### config.mk
export PLATFORM = sky130hd
export DESIGN_NAME = sat_ram
export DESIGN_NICKNAME = d
export VERILOG_FILES = /design/src/rtl/session_auth_table_defines.svh /design/src/rtl/sat_ram.sv
export SDC_FILE = /design/constraint.sdc
export NUM_CORES = 2
export LEC_CHECK = 0
export ABC_AREA = 0
export BUFFER_PORTS_ARGS = -buffer_cell sky130_fd_sc_hd__buf_2
export CAP_MARGIN = 20
export CORE_ASPECT_RATIO = 0.5
export CORE_MARGIN = 1.5
export CORE_UTILIZATION = 65
export CTS_BUF_LIST = sky130_fd_sc_hd__clkbuf_4 sky130_fd_sc_hd__clkbuf_8
export DETAILED_ROUTE_END_ITERATION = 8
export GPL_ROUTABILITY_DRIVEN = 0
export MAX_ROUTING_LAYER = met4
export PLACE_DENSITY = 0.82
export SKIP_CTS_REPAIR_TIMING = 1
export SYNTH_ARGS = -nofsm -noshare
export SYNTH_HDL_FRONTEND = slang
export SYNTH_SLANG_ARGS = --single-unit
### constraint.sdc
create_clock -name clk -period 7.19 [get_ports clk]
set_clock_uncertainty 0.1 [all_clocks]
set_input_delay 1.0785 -clock clk [delete_from_list [all_inputs] [get_ports clk]]
set_output_delay 1.0785 -clock clk [all_outputs]
set_load 0.03 [all_outputs]
### src/rtl/session_auth_table_defines.svh
// ----------------------------------------------------------------------------
// Session auth table assertion macros
// Concurrent check helpers shared by the RTL; empty under synthesis.
// ----------------------------------------------------------------------------
`ifndef SESSION_AUTH_TABLE_DEFINES_SVH
`define SESSION_AUTH_TABLE_DEFINES_SVH

`ifndef SYNTHESIS
// expression must hold at every edge outside reset
`define SAT_ASSERT(lbl, clk, rstn, expr, msg) \
  lbl: assert property (@(posedge clk) disable iff (!(rstn)) (expr)) else $error(msg);
// antecedent now implies consequent on the next edge
`define SAT_ASSERT_NEXT(lbl, clk, rstn, ante, cons, msg) \
  lbl: assert property (@(posedge clk) disable iff (!(rstn)) (ante) |=> (cons)) \
    else $error(msg);
`else
`define SAT_ASSERT(lbl, clk, rstn, expr, msg)
`define SAT_ASSERT_NEXT(lbl, clk, rstn, ante, cons, msg)
`endif

`endif

### src/rtl/sat_ram.sv
// ----------------------------------------------------------------------------
// sat_ram
// Single-port-write, single-port-read synchronous RAM, registered read.
// ----------------------------------------------------------------------------
module sat_ram #(
  parameter int WIDTH = 32,
  parameter int DEPTH = 64,
  parameter int AW    = 6
) (
  input  logic             clk,
  input  logic             we,
  input  logic [AW-1:0]    waddr,
  input  logic [WIDTH-1:0] wdata,
  input  logic             re,
  input  logic [AW-1:0]    raddr,
  output logic [WIDTH-1:0] rdata
);

  logic [WIDTH-1:0] mem [DEPTH];
  logic [WIDTH-1:0] rdata_r;

  always_ff @(posedge clk) begin
    if (we) begin
      mem[waddr] <= wdata;
    end
  end

  always_ff @(posedge clk) begin
    if (re) begin
      rdata_r <= mem[raddr];
    end
  end

  assign rdata = rdata_r;

endmodule

Word level (Yosys, flattened, before mapping). Memories as Yosys holds them, arrays and structs flattened. A register that Yosys moved wholly into a read port is not among the register bits. Cells that the tools add are included.

Mux-type cells: 2.

Operators with widths (number): 1-bit 2-to-1 mux (2).

Input bits: 47. Output and inout port bits: 32. Logic and storage cells: 3. Register bits: 0. Memories: 1. Memory bits (writable): 2048.

Memory list: mem (depth 64, bits a word 32, rd ports 1, clocked after memory_dff 1, write ports 1, line sat_ram.sv:19) `logic [WIDTH-1:0] mem [DEPTH];`.

Longest topological paths before layout.
Word-level depth: 2. Depth in mapped cells: 10. Mapped depth without buffers: 5.

Least setup slack after synthesis. Ideal clock, no wire load.

Path kind: input -> register. From: input port waddr[3]. To: memory mem[48][0] (enable). Library setup time: 0.461 ns. Stages: 4. Required time: 6.629 ns. Data arrival time: 3.777 ns. Setup slack: 2.852 ns. Path buffers: 1. Cells stage by stage: clkbuf_1 > nor2b_1 > nand4b_1 > nor3_1.

RTL lines: from (decl) (line sat_ram.sv:12) `input logic [AW-1:0] waddr,`; to (decl) (line sat_ram.sv:19).

No word-level cell before the write port.

==> run_results.csv <==
group,metric,value,unit
run_status,status,"complete, no violations",
timing,setup_viol,0,
yosys,yosysMostFrequentCell,"edfxtp_1",
flow_run,maxCapViolCount,0,
critical_path,cp-startpoint,"raddr[0]",
yosys,synth_cell_type_count,33,
floorplan,row_count,90,
cts,path_clk_slew,70,ps
routing,avgRoutedWirePerCell,39.0,microns
routing,viasPerCell,7.33,
routing,postRouteAntennaNets,0,
yosys,syn-cell-area,78800,sq um
power_and_ir_drop,power.density,271,nW/um^2
global_route,antenna_found_initial,16,
final_layout,nets,3702,
floorplan,die_h,249,microns
placed_design,hpwl,111000,microns
timing,worstMarginPinSlew,1230,ps
yosys,synth_edf_count,2080,
critical_path,worst_setup_path_start_kind,"input port",
yosys,yosys_register_bits,2080,
routing,vias,39971,
critical_path,r2r_cells,4,
critical_path,end_kind,"register",
yosys,syn_nets,3371,
global_route,gr-total-overflow,0,
power_and_ir_drop,switching_power,5280,uW
routing,drc,0,
power_and_ir_drop,seq_power_share,0.568,
timing,rsz0062_at_grt,"no",
worst_hold_path,holdPathStages,1,
yosys,synth_top_cell_area_share,0.792,
critical_path,crit_family,"buffers and inverters",
timing,post-route-min-period,4070,ps
power_and_ir_drop,p_int,18500,uW
placed_design,numPortBuffers,78,
power_and_ir_drop,power.leakage,0.0274,uW
cts,cts_made_buffers,294,
global_route,grt.total_usage,0.357,
cts,tritoncts,"done",
global_route,grt_pass1_vias,40285,
timing,drv_slew,0,
critical_path,critPathKind,"in -> reg",
yosys,ys_seq_area_frac,0.792,
timing,final.setup.tns,0,ps
yosys,synth_top_family_by_area,"multiplexers",
routing,drt_iter0_markers,8005,
power_and_ir_drop,pwr-share-clk,0.375,
critical_path,r2r-start,"mem[15][9]$_DFFE_PP_",
worst_hold_path,min_from,"wdata[18]",
placed_design,placed_area,81800,sq um
global_route,grt_pass1_wl,293000,microns
final_layout,multi_input_area,16000,sq um
power_and_ir_drop,power_frac_comb,0.057,
yosys,synth_compound_area_frac,0.0167,
cts,cts.sink_count,2080,
power_and_ir_drop,ir_worst_vdd,208,uV
yosys,synthCells,3324,
yosys,synth_ff_type,"edfxtp_1",
yosys,avgSynthCellArea,23.7,sq um
cts,clockBufferDepth,4,
critical_path,r2r-end,"rdata[9]$_DFFE_PP_",
critical_path,r2r_setup_slack,4510,ps
critical_path,critical_path_required,7800,ps
timing,fmax,0.246,GHz
worst_hold_path,worstHoldEndpoint,"mem[55][18]$_DFFE_PP_",
cts,cts_max_level,5,
yosys,synthArstFlopShare,0,
yosys,synthTopCellsByArea,"edfxtp_1 79%, mux4_2 16%, mux2i_1 1.2%, o22ai_1 0.67%, nor2_1 0.65%",
floorplan,core_area,120000,sq um
yosys,synth_adder_area_share,0,
critical_path,cp.arrival,4680,ps
yosys,yosysWarnings,0,
cts,worstSkewPairLatency,1020,ps
floorplan,start_util,0.655,
yosys,synth-simple-area-share,0.0126,
power_and_ir_drop,p_sw_frac,0.222,
floorplan,pin_count,79,
yosys,synth_xor_xnor_area_share,0,
final_layout,regArea,62500,sq um
final_layout,drive_above_1_share,0.327,
critical_path,path_max_fanout,78,
final_layout,final_area,87600,sq um
critical_path,path_buf_inv,2,
yosys,synth_mux_area_frac,0.167,
critical_path,worst_path_max_delay_cell,"a311oi_1",
critical_path,path_cells,"buf_8 -> buf_4 -> mux4_2 -> nor2b_1 -> a21oi_1 -> a311oi_1 -> nor3_1",
yosys,synth_top_cell_by_area,"edfxtp_1",
global_route,grt_max_degree,79,
cts,cts-root-buf,"clkbuf_8",
yosys,synth_commonest_cells,"2080 x edfxtp_1, 544 x mux4_2, 137 x nor2_1, 93 x mux2i_1, 84 x o22ai_1",
floorplan,die_x,496,microns
critical_path,cpPeakStageDelay,1000,ps
timing,hold_viol,0,
worst_hold_path,hold_class,"in -> reg",
final_layout,fillCellCount,5800,
timing,finalCritPeriodShare,0.566,
floorplan,dieArea,124000,sq um
timing,slew_headroom,0.177,
final_layout,syn_to_final_growth,11.1,%
routing,first_pass_iters,5,
routing,totalWireLength,213000,microns
timing,fin_hold_ws,345,ps
[cell type report]
cell class | instances | share of cell area
repair buffers | 217 | 0.0205
well taps | 1610 | 0.0230
clock buffers | 396 | 0.0553
clock inverters | 75 | 0.00573
multi-input cells | 1062 | 0.182
diodes | 12 | 0.000343
flip-flops and latches | 2080 | 0.713
[power groups by stage]
stage	logic [uW]	clock network [uW]	registers, uW
detailed placement	1270	0	13800
CTS	1280	8910	13500
finish	1360	8920	13500
floorplan	653	0	13800
global route	1380	9410	13500
global placement	1220	0	13700
[per-stage QoR]
| step | total power (uW) | std cells | setup WS, ps | util |
|---|---|---|---|---|
| finish | 23800 | 5452 | 3120 | 0.728 |
| floorplan | 14400 | 3324 | 2850 | - |
| global route | 24300 | 5451 | 3010 | 0.728 |
| detailed placement | 15000 | 4949 | 2360 | 0.680 |
| global placement | 15000 | 4949 | 2260 | 0.680 |
| CTS | 23700 | 5420 | 3390 | 0.724 |
[worst reg2reg max path, cell delays in order (launching register included)]
cell and delay (ps):
edfxtp_1 430, mux4_2 540, mux4_2 590, o22ai_1 530, nor2_1 180
[state kept, by name, summed over array words and instances, names as in the netlist]
| register | flops |
|---|---|
| mem | 2048 |
| rdata | 32 |
[cells in the final DEF, fill, tap and decap left out, drive strengths merged]
| cell type | n |
|---|---|
| o221ai | 27 |
| nand2b | 8 |
| a41o | 4 |
| nor3 | 7 |
| edfxtp | 2080 |
| and2 | 2 |
| nand3b | 5 |
| clkbuf | 397 |
| mux4 | 544 |
| nor2b | 15 |
| or2 | 3 |
| diode | 12 |
| nor2 | 137 |
| clkinvlp | 5 |
| bufinv | 7 |
| or3b | 5 |
| nand3 | 5 |
| nand2 | 26 |
| buf | 216 |
| a22oi | 12 |
| clkinv | 63 |
| or3 | 3 |
| o32ai | 4 |
| nand4 | 2 |
| o22ai | 84 |
| and3 | 4 |
| a21oi | 62 |
| nand4b | 1 |
| mux2i | 93 |
| a31oi | 1 |
| a311oi | 8 |
[per-layer routing]
layer,wire length [microns],share of wire,track usage
met5,0,0,-
met4,9870,0.046,0.145
met3,37700,0.18,0.124
met2,96500,0.45,0.504
met1,68600,0.32,0.484
[worst max-delay path by stage]
stage	slack, ps	endpoint	depth (start not counted)
4_1_cts	3390	rdata[8]$_DFFE_PP_	7
3_5_place_dp	2360	rdata[8]$_DFFE_PP_	7
6_report	3120	rdata[4]$_DFFE_PP_	7
5_1_grt	3010	rdata[4]$_DFFE_PP_	7
3_3_place_gp	2260	rdata[8]$_DFFE_PP_	7
2_1_floorplan	2850	mem[48][0]$_DFFE_PP_	4
[kinds of logic after synthesis]
family / count (synthesis)
flip-flops: 2080
buffers and inverters: 182
AO/OA/AOI/OAI: 202
multiplexers: 637
AND/OR/NAND/NOR: 223
Power figures use the tool's default switching activity.
