--- config.mk ---
export PLATFORM = sky130hd
export DESIGN_NAME = sat_eval
export DESIGN_NICKNAME = d
export VERILOG_FILES = /design/src/rtl/session_auth_table_defines.svh /design/src/rtl/sat_pkg.sv /design/src/rtl/sat_eval.sv
export SDC_FILE = /design/constraint.sdc
export NUM_CORES = 1
export LEC_CHECK = 0
export ABC_AREA = 1
export BUFFER_PORTS_ARGS = -buffer_cell sky130_fd_sc_hd__buf_2
export CORE_MARGIN = 4
export CORE_UTILIZATION = 40
export DETAILED_ROUTE_END_ITERATION = 7
export PLACE_DENSITY = 0.75
export SYNTH_ARGS = -nofsm -noshare
export SYNTH_HDL_FRONTEND = slang
export SYNTH_SLANG_ARGS = --single-unit
--- constraint.sdc ---
create_clock -name vclk -period 9.08
set_input_delay 2.724 -clock vclk [all_inputs]
set_output_delay 2.724 -clock vclk [all_outputs]
set_load 0.005 [all_outputs]
--- src/rtl/session_auth_table_defines.svh ---
// ----------------------------------------------------------------------------
// Session auth table assertion macros
// Concurrent check helpers shared by the RTL; empty under synthesis.
// ----------------------------------------------------------------------------
`ifndef SESSION_AUTH_TABLE_DEFINES_SVH
`define SESSION_AUTH_TABLE_DEFINES_SVH

`ifndef SYNTHESIS
// expression must hold at every edge outside reset
`define SAT_ASSERT(lbl, clk, rstn, expr, msg) \
  lbl: assert property (@(posedge clk) disable iff (!(rstn)) (expr)) else $error(msg);
// antecedent now implies consequent on the next edge
`define SAT_ASSERT_NEXT(lbl, clk, rstn, ante, cons, msg) \
  lbl: assert property (@(posedge clk) disable iff (!(rstn)) (ante) |=> (cons)) \
    else $error(msg);
`else
`define SAT_ASSERT(lbl, clk, rstn, expr, msg)
`define SAT_ASSERT_NEXT(lbl, clk, rstn, ante, cons, msg)
`endif

`endif

--- src/rtl/sat_pkg.sv ---
// ----------------------------------------------------------------------------
// sat_pkg
// Shared types and codes of the session auth table.
// ----------------------------------------------------------------------------
package sat_pkg;

  localparam int SLOT_W   = 6;
  localparam int STATUS_W = 4;
  localparam int REQ_W    = 3;
  localparam int WORD_W   = 32;
  localparam int TMO_W    = 16;
  localparam int UCNT_W   = 7;
  localparam int SEC_W    = 64;

  // request types
  localparam logic [REQ_W-1:0] REQ_LOAD    = 3'd0;
  localparam logic [REQ_W-1:0] REQ_LOGIN   = 3'd1;
  localparam logic [REQ_W-1:0] REQ_LOGOFF  = 3'd2;
  localparam logic [REQ_W-1:0] REQ_CHECK   = 3'd3;
  localparam logic [REQ_W-1:0] REQ_CONNECT = 3'd4;
  localparam logic [REQ_W-1:0] REQ_DISCON  = 3'd5;

  // result status codes
  localparam logic [STATUS_W-1:0] ST_OK          = 4'd0;
  localparam logic [STATUS_W-1:0] ST_NO_USER     = 4'd1;
  localparam logic [STATUS_W-1:0] ST_ALREADY_IN  = 4'd2;
  localparam logic [STATUS_W-1:0] ST_BAD_KEY     = 4'd3;
  localparam logic [STATUS_W-1:0] ST_NOT_IN      = 4'd4;
  localparam logic [STATUS_W-1:0] ST_OTHER_IP    = 4'd5;
  localparam logic [STATUS_W-1:0] ST_BAD_SESSION = 4'd6;
  localparam logic [STATUS_W-1:0] ST_UNCHANGED   = 4'd7;
  localparam logic [STATUS_W-1:0] ST_EXPIRED     = 4'd8;

  // config register indexes
  localparam logic CFG_TIMEOUT = 1'b0;
  localparam logic CFG_UCOUNT  = 1'b1;

  // per-entry session state, all zero after the clear pass
  typedef struct packed {
    logic              logged_in;
    logic              connected;
    logic [WORD_W-1:0] session;
    logic [WORD_W-1:0] ip;
    logic [WORD_W-1:0] stamp;
  } row_t;

  localparam int ROW_W = $bits(row_t);

  typedef struct packed {
    logic                wr;
    logic [STATUS_W-1:0] status;
    row_t                row;
  } eval_res_t;

  typedef enum logic [2:0] {
    S_CLEAR,
    S_IDLE,
    S_SCAN,
    S_EVAL,
    S_FINISH
  } fsm_state_t;

endpackage

--- src/rtl/sat_eval.sv ---
// ----------------------------------------------------------------------------
// sat_eval
// Applies one session operation to a fetched entry row.
// ----------------------------------------------------------------------------
module sat_eval (
  input  logic [sat_pkg::REQ_W-1:0]  op,
  input  sat_pkg::row_t              row_i,
  input  logic                       sec_match,
  input  logic [sat_pkg::WORD_W-1:0] tag,
  input  logic [sat_pkg::WORD_W-1:0] ip,
  input  logic [sat_pkg::WORD_W-1:0] now,
  input  logic [sat_pkg::TMO_W-1:0]  timeout,
  output sat_pkg::eval_res_t         res
);

  logic [sat_pkg::WORD_W-1:0] idle;
  logic                       expired;
  sat_pkg::row_t              off_row;

  // idle time wraps modulo 2^32
  assign idle    = now - row_i.stamp;
  assign expired = idle >= sat_pkg::WORD_W'(timeout);

  always_comb begin
    off_row           = row_i;
    off_row.logged_in = 1'b0;
    off_row.session   = '0;
    off_row.stamp     = now;
  end

  always_comb begin
    res.wr     = 1'b0;
    res.status = sat_pkg::ST_UNCHANGED;
    res.row    = row_i;
    case (op)
      sat_pkg::REQ_LOGIN: begin
        if (row_i.logged_in) begin
          if (!expired) begin
            res.status = sat_pkg::ST_ALREADY_IN;
          end else begin
            res.wr     = 1'b1;
            res.row    = off_row;
            res.status = sat_pkg::ST_EXPIRED;
          end
        end else if (!sec_match) begin
          res.status = sat_pkg::ST_BAD_KEY;
        end else begin
          res.wr                  = 1'b1;
          res.row.logged_in       = 1'b1;
          res.row.session         = tag;
          res.row.ip              = ip;
          res.row.stamp           = now;
          res.status              = sat_pkg::ST_OK;
        end
      end
      sat_pkg::REQ_LOGOFF, sat_pkg::REQ_CHECK: begin
        if (!row_i.logged_in) begin
          res.status = sat_pkg::ST_NOT_IN;
        end else if (expired) begin
          res.wr     = 1'b1;
          res.row    = off_row;
          res.status = sat_pkg::ST_EXPIRED;
        end else if (row_i.ip != ip) begin
          res.status = sat_pkg::ST_OTHER_IP;
        end else if (!sec_match) begin
          res.status = sat_pkg::ST_BAD_KEY;
        end else if (row_i.session != tag) begin
          res.status = sat_pkg::ST_BAD_SESSION;
        end else begin
          res.wr     = 1'b1;
          res.status = sat_pkg::ST_OK;
          if (op == sat_pkg::REQ_LOGOFF) begin
            res.row = off_row;
          end else begin
            res.row.stamp = now;
          end
        end
      end
      sat_pkg::REQ_CONNECT: begin
        if (!row_i.connected) begin
          res.wr            = 1'b1;
          res.row.connected = 1'b1;
          res.status        = sat_pkg::ST_OK;
        end
      end
      sat_pkg::REQ_DISCON: begin
        if (row_i.connected) begin
          res.wr            = 1'b1;
          res.row.connected = 1'b0;
          res.status        = sat_pkg::ST_OK;
        end
      end
      default: begin
        res.wr = 1'b0;
      end
    endcase
  end

endmodule

**After elaboration in Yosys (flattened, before gate mapping)**

Index checks and enable logic that the tools add are counted.

- Output and inout port bits: 103
- Bits of input ports: 214
- Register bits: 0
- Word-level logic and storage cells: 40

- Equal/unequal tests: 7
- Reduce and logical (&&, ||, !) cells: 1
- Mux-type cells: 30
- $lt $le $gt $ge: 1
- $add $sub $neg: 1

Operator list:

| operator | count |
|---|---|
| 98-bit two-way mux | 5 |
| 96-bit two-way mux | 2 |
| 96-bit case mux with 2 select lines | 1 |
| 103-bit two-way mux | 1 |
| 66-bit two-way mux | 1 |
| 32-bit != test | 2 |
| 32-bit by 16-bit >= comparator with 1-bit output | 1 |
| 32-bit subtractor | 1 |
| 4-bit case mux with 4 select lines | 1 |
| 5-bit two-way mux | 2 |
| 3-bit two-way mux | 3 |
| 4-bit two-way mux | 2 |
| 1-bit case mux with 4 select lines | 2 |
| 1-bit two-way mux | 7 |
| 3-bit by 2-bit equality test with 1-bit output, second input constant | 2 |
| 3-bit equality test, second input constant | 2 |
| 6-bit two-way mux | 1 |
| 3-bit by 1-bit equality test with 1-bit output, second input constant | 1 |
| 2-bit two-way mux | 1 |
| 1-bit case mux with 2 select lines | 1 |
| 2-bit OR reduction | 1 |

**Logic depth before layout (Yosys ltp)**

Gate-level depths: netlist (run 1).

- Depth in word-level cells: 8
- Depth in mapped cells: 28
- Depth with buffers taken out: 27

**Least setup slack after synthesis (run 1)**

No wires, ideal clock.

- Path type: input to output
- Start point: input now[0] (netlist name)
- End point: output res[12] (netlist name)
- Path slack: 0.653 ns
- Data arrival time: 5.703 ns
- Cell stages on the path: 28
- Buffers on the path: 2
- Required time: 6.356 ns
- Cells stage by stage: inv_1 > ha_1 > fa_1 > inv_1 > nand2_1 > nand2_1 > nand3_1 > nand2_1 > nand2_1 > nand2_1 > xor2_1 > ha_1 > a21oi_1 > nor2_1 > a211oi_1 > nand2_1 > nor2_1 > nand2_1 > nor2_1 > nand2_1 > a21oi_4 > nand2_4 > nand2_4 > buf_6 > buf_6 > nand3_1 > nand3_1 > nand2_1

RTL lines:

| element | RTL line | source |
|---|---|---|
| start, declared | sat_eval.sv:11 | `input logic [sat_pkg::WORD_W-1:0] now,` |
| end, declared | sat_eval.sv:13 | `output sat_pkg::eval_res_t res` |

==> flow_metrics.env, run 1 <==
export IMPL_critPathLaunchType="primary input"
export IMPL_finalPower_uw=622
export IMPL_die_area_mm2=0.0213
export IMPL_worstSetupEndpointType="primary output"
export IMPL_post_dp_cell_area_mm2=0.00963
export IMPL_cap_violations=0
export IMPL_firstDrtPassIters=6
export IMPL_final_util_pct=55.7
export IMPL_cpPeakStageDelay_ns=0.33
export IMPL_die_height_um=146
export IMPL_drv_slew=0
export IMPL_required_ns=6.36
export IMPL_critPathSlowestCell="ha_1"
export IMPL_post_place_cells=2107
export IMPL_ys_seq_area_share_pct=0
export IMPL_p_leak_nw=6.20
export IMPL_max_slew_margin_pct=37.5
export IMPL_overflow=0
export IMPL_arrival_ns=6.25
export IMPL_hold_path_class="primary input to primary output"
export IMPL_io_pins=317
export IMPL_min_period_over_period_pct=98.8
export IMPL_rsz0062_at_grt="true"
export IMPL_syn_area_mm2=0.00762
export IMPL_grt_antenna_before_repair=8
export IMPL_grt_pass1_vias=10800
export IMPL_worst_slew_pin_slew_ns=0.937
export IMPL_wl_per_cell_um=18.0
export IMPL_dp_hpwl_mm=29.8
export IMPL_port_buffers=317
export IMPL_status="complete, no violations"
export IMPL_synthCells=1575
export IMPL_drtIter0Drc=1596
export IMPL_drc=0
export IMPL_crit_path_max_fanout=8
export IMPL_criticalPathCategory="primary input to primary output"
export IMPL_grt_max_degree=46
export IMPL_final_seq_area_um2=0
export IMPL_vias_per_cell=5.53
export IMPL_core_mm2=0.0187
export IMPL_final_min_clock_period_ns=8.97
export IMPL_vias=11800
export IMPL_ys_types=40
export IMPL_drive_above_1_share_pct=28.3
export IMPL_timing_critical_path_mode_cell="nand2_2"
export IMPL_grt_usage_pct=31.8
export IMPL_die_width_um=146
export IMPL_peakVddDrop_mv=0.0220
export IMPL_gp_congestion=1.07
export IMPL_synth_fp_nets=1837
export IMPL_fp_row_count=50
export IMPL_max_clock_freq_mhz=111
export IMPL_clockBufferCount=0
export IMPL_nets=2158
export IMPL_timing_hold_ws_ns=5.75
export IMPL_wirelength_mm=38.5
export IMPL_hold_viol_final=0
export IMPL_postCtsHoldBufs=0
export IMPL_p_per_area_mw_per_mm2=59.7
export IMPL_stdcell_area_mm2=0.0104
export IMPL_area_growth_pct=36.8
export IMPL_stdcell_count=2136
export IMPL_yosys_warnings=0
export IMPL_initial_core_util_pct=40.7
export IMPL_postRouteAntennaNets=0
export IMPL_report_final_setup_viol=0
export IMPL_seq_cell_count=0
export IMPL_syn_avg_cell_area_um2=4.84
export IMPL_grt_pass1_wl_mm=56.2
cells in the final DEF, fill, tap and decap left out, types with 7 or more instances in the layout:
| cell type | synthesis | routed |
|---|---|---|
| nor2_2 | 4 | 9 |
| diode_2 | 0 | 8 |
| nand3_2 | 0 | 11 |
| nor3_1 | 15 | 14 |
| nor2_4 | 1 | 8 |
| buf_2 | 13 | 309 |
| nand2_1 | 628 | 585 |
| inv_2 | 5 | 18 |
| xor2_1 | 23 | 23 |
| nand2_2 | 2 | 37 |
| inv_1 | 261 | 243 |
| ha_1 | 47 | 32 |
| a221oi_1 | 31 | 31 |
| nand4_1 | 27 | 27 |
| o21ai_0 | 33 | 33 |
| xnor2_1 | 36 | 36 |
| buf_6 | 4 | 7 |
| ha_4 | 0 | 14 |
| nand2_4 | 2 | 8 |
| mux2_2 | 19 | 19 |
| nand3_1 | 208 | 197 |
| a21oi_1 | 42 | 36 |
| or2_2 | 13 | 13 |
| buf_4 | 1 | 51 |
| nor2_1 | 75 | 63 |
cells by family after synthesis:
group / synth area share [%]
buf+inv: 17.0
simple gates: 54.7
fa+ha+maj: 7.98
compound gates: 10.7
mux: 2.81
xor+xnor: 6.78
what timing repair did:
action,4_1_cts,5_1_grt
cloned,0,6
buffers inserted,0,15
resized for setup,1,143
pin swaps,0,46
setup endpoints to repair,7,70
worst paths after layout:
path	from	end	slack, ns	cells after the start
max	row_i[6]	res[30]	0.11	28
min	row_i[78]	res[78]	5.75	4
power breakdown:
part / total (mW) / internal, mW / switching [mW]
combinational: 0.622 / 0.249 / 0.372
clock: 0.000000118 / 0.000000118 / 0
sequential: 0 / 0 / 0
area by class of cell:
type / instances / area, µm²
timing repair buffer: 379 / 2250
tap: 234 / 293
fill: 1924 / 8280
multi-input combinational: 1243 / 6820
antenna: 8 / 20.0
inverter: 272 / 1040
critical path, delay by kind of cell:
kind                       cells  cell delay, ns
AOI/OAI and AO/OA              4            0.66
buffers and inverters          4            0.56
xor gates and xnor gates       1            0.17
adders and majority gates      2            0.56
and+or+nand+nor               17            1.58
per-layer routing:
layer	GRT usage, %	wire length [µm]	vias up
li1	-	-	5640
met1	41.7	14900	5236
met2	52.4	17200	789
met3	5.18	4310	155
met4	12.3	1990	2
met5	0	14	-
Yosys cell counts, types with 3 or more instances:
master    instances  area share (%)
nand2_1         628              31
inv_1           261              13
nand3_1         208              14
nor2_1           75             3.7
ha_1             47             7.7
a21oi_1          42             2.8
clkbuf_1         37             1.8
xnor2_1          36             4.1
o21ai_0          33             2.2
a221oi_1         31             3.6
nand4_1          27             2.2
xor2_1           23             2.6
mux2_2           19             2.8
nor3_1           15            0.99
buf_2            13            0.85
or2_2            13             1.1
clkinv_1          6            0.30
o22ai_1           6            0.49
a22oi_1           5            0.49
and2_1            5            0.41
buf_1             5            0.25
inv_2             5            0.25
buf_6             4            0.59
nor2_2            4            0.33
o211ai_1          4            0.39
nand3b_1          3            0.30
nor4_1            3            0.25
per-stage QoR:
| stage | setup slack (ns) | TNS (ns) |
|---|---|---|
| detailed placement | -0.0141 | -0.0315 |
| global route | -0.136 | -5.04 |
| floorplan | 0.653 | 0 |
| CTS | 0.0159 | 0 |
| global placement | 0.0734 | 0 |
| finish | 0.109 | 0 |
(Power assumes the default switching activity.)
==> run 2, diff against run 1 <==
- PLACE_DENSITY: 0.75 -> unset
- PLACE_DENSITY_LB_ADDON: unset -> 0.12
- clock period: 9.08 -> 8.3 ns (I/O delays scaled with it)
==> flow_metrics.env, run 2 (synthesis results as in run 1) <==
export IMPL_tns_ns=0
export IMPL_io_pins=317
export IMPL_max_slew_margin_pct=45.8
export IMPL_drtIter0Drc=1118
export IMPL_cp_num_cells=28
export IMPL_final_seq_area_um2=0
export IMPL_hold_path_class="primary input to primary output"
export IMPL_max_clock_freq_mhz=121
export IMPL_worstSetupEndpointType="primary output"
export IMPL_postRouteAntennaNets=0
export IMPL_p_per_area_mw_per_mm2=64.0
export IMPL_mostFrequentLayoutCells="nand2_1, buf_2, inv_1"
export IMPL_final_min_clock_period_ns=8.28
export IMPL_postCtsHoldBufs=0
export IMPL_cap_violations=0
export IMPL_dp_hpwl_mm=29.1
export IMPL_grt_pass1_vias=10800
export IMPL_cp_num_buf_inv=6
export IMPL_timing_critical_path_mode_cell="nand2_1"
export IMPL_die_width_um=146
export IMPL_core_mm2=0.0187
export IMPL_multiInputGateArea_mm2=0.00704
export IMPL_final_util_pct=60.2
export IMPL_report_final_setup_viol=0
export IMPL_cp_top_family="simple AND/OR/NAND/NOR gates"
export IMPL_initial_core_util_pct=40.7
export IMPL_vias_per_cell=5.33
export IMPL_peakVddDrop_mv=0.0283
export IMPL_seq_cell_count=0
export IMPL_p_leak_nw=6.61
export IMPL_area_growth_pct=47.9
export IMPL_grt_antenna_before_repair=10
export IMPL_critPathLaunchType="primary input"
export IMPL_drc=0
export IMPL_die_area_mm2=0.0213
export IMPL_fill_cells=1893
export IMPL_grt_pass1_wl_mm=54.9
export IMPL_finalPower_uw=721
export IMPL_criticalPathCategory="primary input to primary output"
export IMPL_holdPathStages=4
export IMPL_rsz0062_at_grt="true"
export IMPL_firstDrtPassIters=6
export IMPL_worst_slew_pin_slew_ns=0.812
export IMPL_fin_ws_ns=0.0215
export IMPL_grt_usage_pct=30.9
export IMPL_cpPeakStageDelay_ns=0.35
export IMPL_wirelength_mm=36.9
export IMPL_status="complete, no violations"
export IMPL_wl_per_cell_um=16.7
export IMPL_place_ws_ns=-0.201
export IMPL_drv_slew=0
export IMPL_post_place_cells=2169
export IMPL_required_ns=5.81
export IMPL_die_height_um=146
export IMPL_crit_path_max_fanout=13
export IMPL_critPathSlowestCell="ha_1"
export IMPL_grt_max_degree=53
export IMPL_clockBufferCount=0
export IMPL_gp_congestion=0.981
export IMPL_vias=11800
export IMPL_arrival_ns=5.79
export IMPL_final_common_cell="nand2_1"
export IMPL_fp_row_count=50
export IMPL_drive_above_1_share_pct=33.0
export IMPL_stdcell_count=2204
export IMPL_hold_viol_final=0
export IMPL_min_period_over_period_pct=99.7
export IMPL_overflow=0
export IMPL_port_buffers=317
export IMPL_nets=2222
-- run 2: cell type report --
type | count | share of cell area (%)
well taps | 234 | 2.60
inverters | 272 | 9.31
diodes | 12 | 0.267
multi-input cells | 1243 | 62.5
repair buffers | 443 | 25.4
-- run 2: final timing paths --
check	from	endpoint	slack, ns
setup / recovery	row_i[9]	res[24]	0.02
hold / removal	row_i[78]	res[78]	5.28
-- run 2: layer usage --
metal	vias to the layer above	share of wire (%)	GRT usage, %
li1	5779	-	-
met1	5241	38	37.1
met2	614	48	55.4
met3	124	8.4	3.63
met4	0	5.5	13.9
met5	-	0	0
-- run 2: power breakdown --
| group | total [mW] | switching (mW) | internal (mW) |
|---|---|---|---|
| Clock | 0.000000206 | 0 | 0.000000206 |
| Sequential | 0 | 0 | 0 |
| Combinational | 0.721 | 0.409 | 0.312 |
| Total | 0.721 | 0.409 | 0.312 |
-- run 2: timing repair --
item                                    CTS  global route
pin swaps                                 6            90
endpoints found under the setup margin   69            70
hold endpoints to repair                  0             0
gates cloned                              0             5
setup buffers                             1            17
gates resized for setup                  33           191
-- run 2: per-stage QoR --
stage / area, µm² / hold slack, ns
3_5_place_dp: 10100 / 5.27
3_3_place_gp: 10100 / 5.27
4_1_cts: 10300 / 5.27
5_1_grt: 11300 / 5.30
6_report: 11300 / 5.28
2_1_floorplan: 7620 / 5.07
==> run 3, diff against run 2 <==
- CAP_MARGIN: unset -> 10
- CORE_UTILIZATION: 40 -> 50
==> flow_metrics.env, run 3 (synthesis results as in run 1) <==
export IMPL_status="finished, violations left"
export IMPL_violations="negative setup slack"
export IMPL_grt_max_degree=46
export IMPL_final_util_pct=76.4
export IMPL_criticalPathCategory="primary input to primary output"
export IMPL_place_ws_ns=-0.119
export IMPL_nets=2232
export IMPL_wl_per_cell_um=17.9
export IMPL_min_period_over_period_pct=100
export IMPL_worst_slew_pin_slew_ns=0.787
export IMPL_grt_pass1_wl_mm=56.1
export IMPL_p_per_area_mw_per_mm2=65.1
export IMPL_cpPeakStageDelay_ns=0.30
export IMPL_cap_violations=0
export IMPL_initial_core_util_pct=51.6
export IMPL_seq_cell_count=0
export IMPL_dp_hpwl_mm=29.1
export IMPL_gp_congestion=1.02
export IMPL_worstSetupEndpointType="primary output"
export IMPL_firstDrtPassIters=6
export IMPL_grt_pass1_vias=11000
export IMPL_finalPower_uw=734
export IMPL_vias_per_cell=5.74
export IMPL_core_mm2=0.0148
export IMPL_arrival_ns=5.85
export IMPL_post_dp_cell_area_mm2=0.0102
export IMPL_drive_above_1_share_pct=32.7
export IMPL_timing_critical_path_mode_cell="nand2_1"
export IMPL_final_common_cell="nand2_1"
export IMPL_crit_path_max_fanout=15
export IMPL_port_buffers=317
export IMPL_drtIter0Drc=1483
export IMPL_stdcell_area_mm2=0.0113
export IMPL_postRouteAntennaNets=0
export IMPL_final_min_clock_period_ns=8.34
export IMPL_drc=0
export IMPL_drv_slew=0
export IMPL_p_leak_nw=6.66
export IMPL_timing_hold_ws_ns=5.27
export IMPL_fin_ws_ns=-0.0388
export IMPL_final_seq_area_um2=0
export IMPL_report_final_setup_viol=2
export IMPL_die_height_um=131
export IMPL_hold_viol_final=0
export IMPL_wirelength_mm=38.8
export IMPL_critPathSlowestCell="ha_4"
export IMPL_max_slew_margin_pct=47.4
export IMPL_peakVddDrop_mv=0.0324
export IMPL_hold_path_class="primary input to primary output"
export IMPL_max_clock_freq_mhz=120
export IMPL_fp_row_count=44
export IMPL_crit_end="res[1]"
export IMPL_vias=12400
export IMPL_clockBufferCount=0
export IMPL_area_growth_pct=48.0
export IMPL_overflow=0
export IMPL_grt_usage_pct=38.8
export IMPL_mostFrequentLayoutCells="nand2_1, buf_2, inv_1"
export IMPL_startpoint="row_i[4]"
export IMPL_die_width_um=131
export IMPL_critPathLaunchType="primary input"
export IMPL_rsz0062_at_grt="true"
export IMPL_grt_antenna_before_repair=10
export IMPL_io_pins=317
export IMPL_required_ns=5.81
export IMPL_die_area_mm2=0.0173
run 3: changes by cell type in the layout (fill, tap and decap cells not counted), sizes merged:
cell and change:
buf +8, clkbuf +2, diode -1
run 3: worst min path at each step:
stage,from,endpoint,slack (ns),cells past startpoint
2_1_floorplan,row_i[65],res[65],5.07,2
3_3_place_gp,row_i[69],res[69],5.27,4
3_5_place_dp,row_i[69],res[69],5.27,4
4_1_cts,row_i[69],res[69],5.27,4
5_1_grt,row_i[75],res[75],5.29,4
6_report,row_i[69],res[69],5.27,4
run 3: worst max-delay path: cells and delay by family:
| family | cells | cell delay [ns] |
|---|---|---|
| AOI/OAI and AO/OA | 3 | 0.51 |
| xor gates and xnor gates | 1 | 0.16 |
| adders and majority gates | 2 | 0.58 |
| buffers and inverters | 5 | 0.58 |
| and+or+nand+nor | 18 | 1.50 |
run 3: what timing repair did:
item,in CTS,in global routing
gates cloned,2,6
hold buffers,0,0
pin swaps,3,41
setup endpoints to repair,66,70
setup buffers,2,13
gates resized for setup,35,163
run 3: report_power, final:
part	total [mW]	internal, mW	switching [mW]
Sequential	0	0	0
Clock	0.000000178	0.000000177	0
Combinational	0.734	0.312	0.422
run 3: area by class of cell:
cell class | instances | area, µm²
Multi-Input combinational cell | 1243 | 7010
Fill cell | 1235 | 3480
Timing Repair Buffer | 453 | 2980
Antenna cell | 11 | 27.5
Tap cell | 184 | 230
Inverter | 272 | 1030
run 3: per-stage QoR:
step / std cells / TNS, ns
2_1_floorplan: 1575 / 0
3_3_place_gp: 2129 / -2.17
3_5_place_dp: 2129 / -4.33
4_1_cts: 2133 / 0
5_1_grt: 2162 / -9.29
6_report: 2163 / -0.0455
run 3: layer usage:
layer  track usage (%)  routed length (µm)  up-vias  share of wire, %
met1              47.3               13800     5420                36
met2              66.7               17700      944                46
li1                  -                   -     5797                 -
met3              5.31                4250      252                11
met5                 0                   0        -                 0
met4              19.5                2980        0               7.7
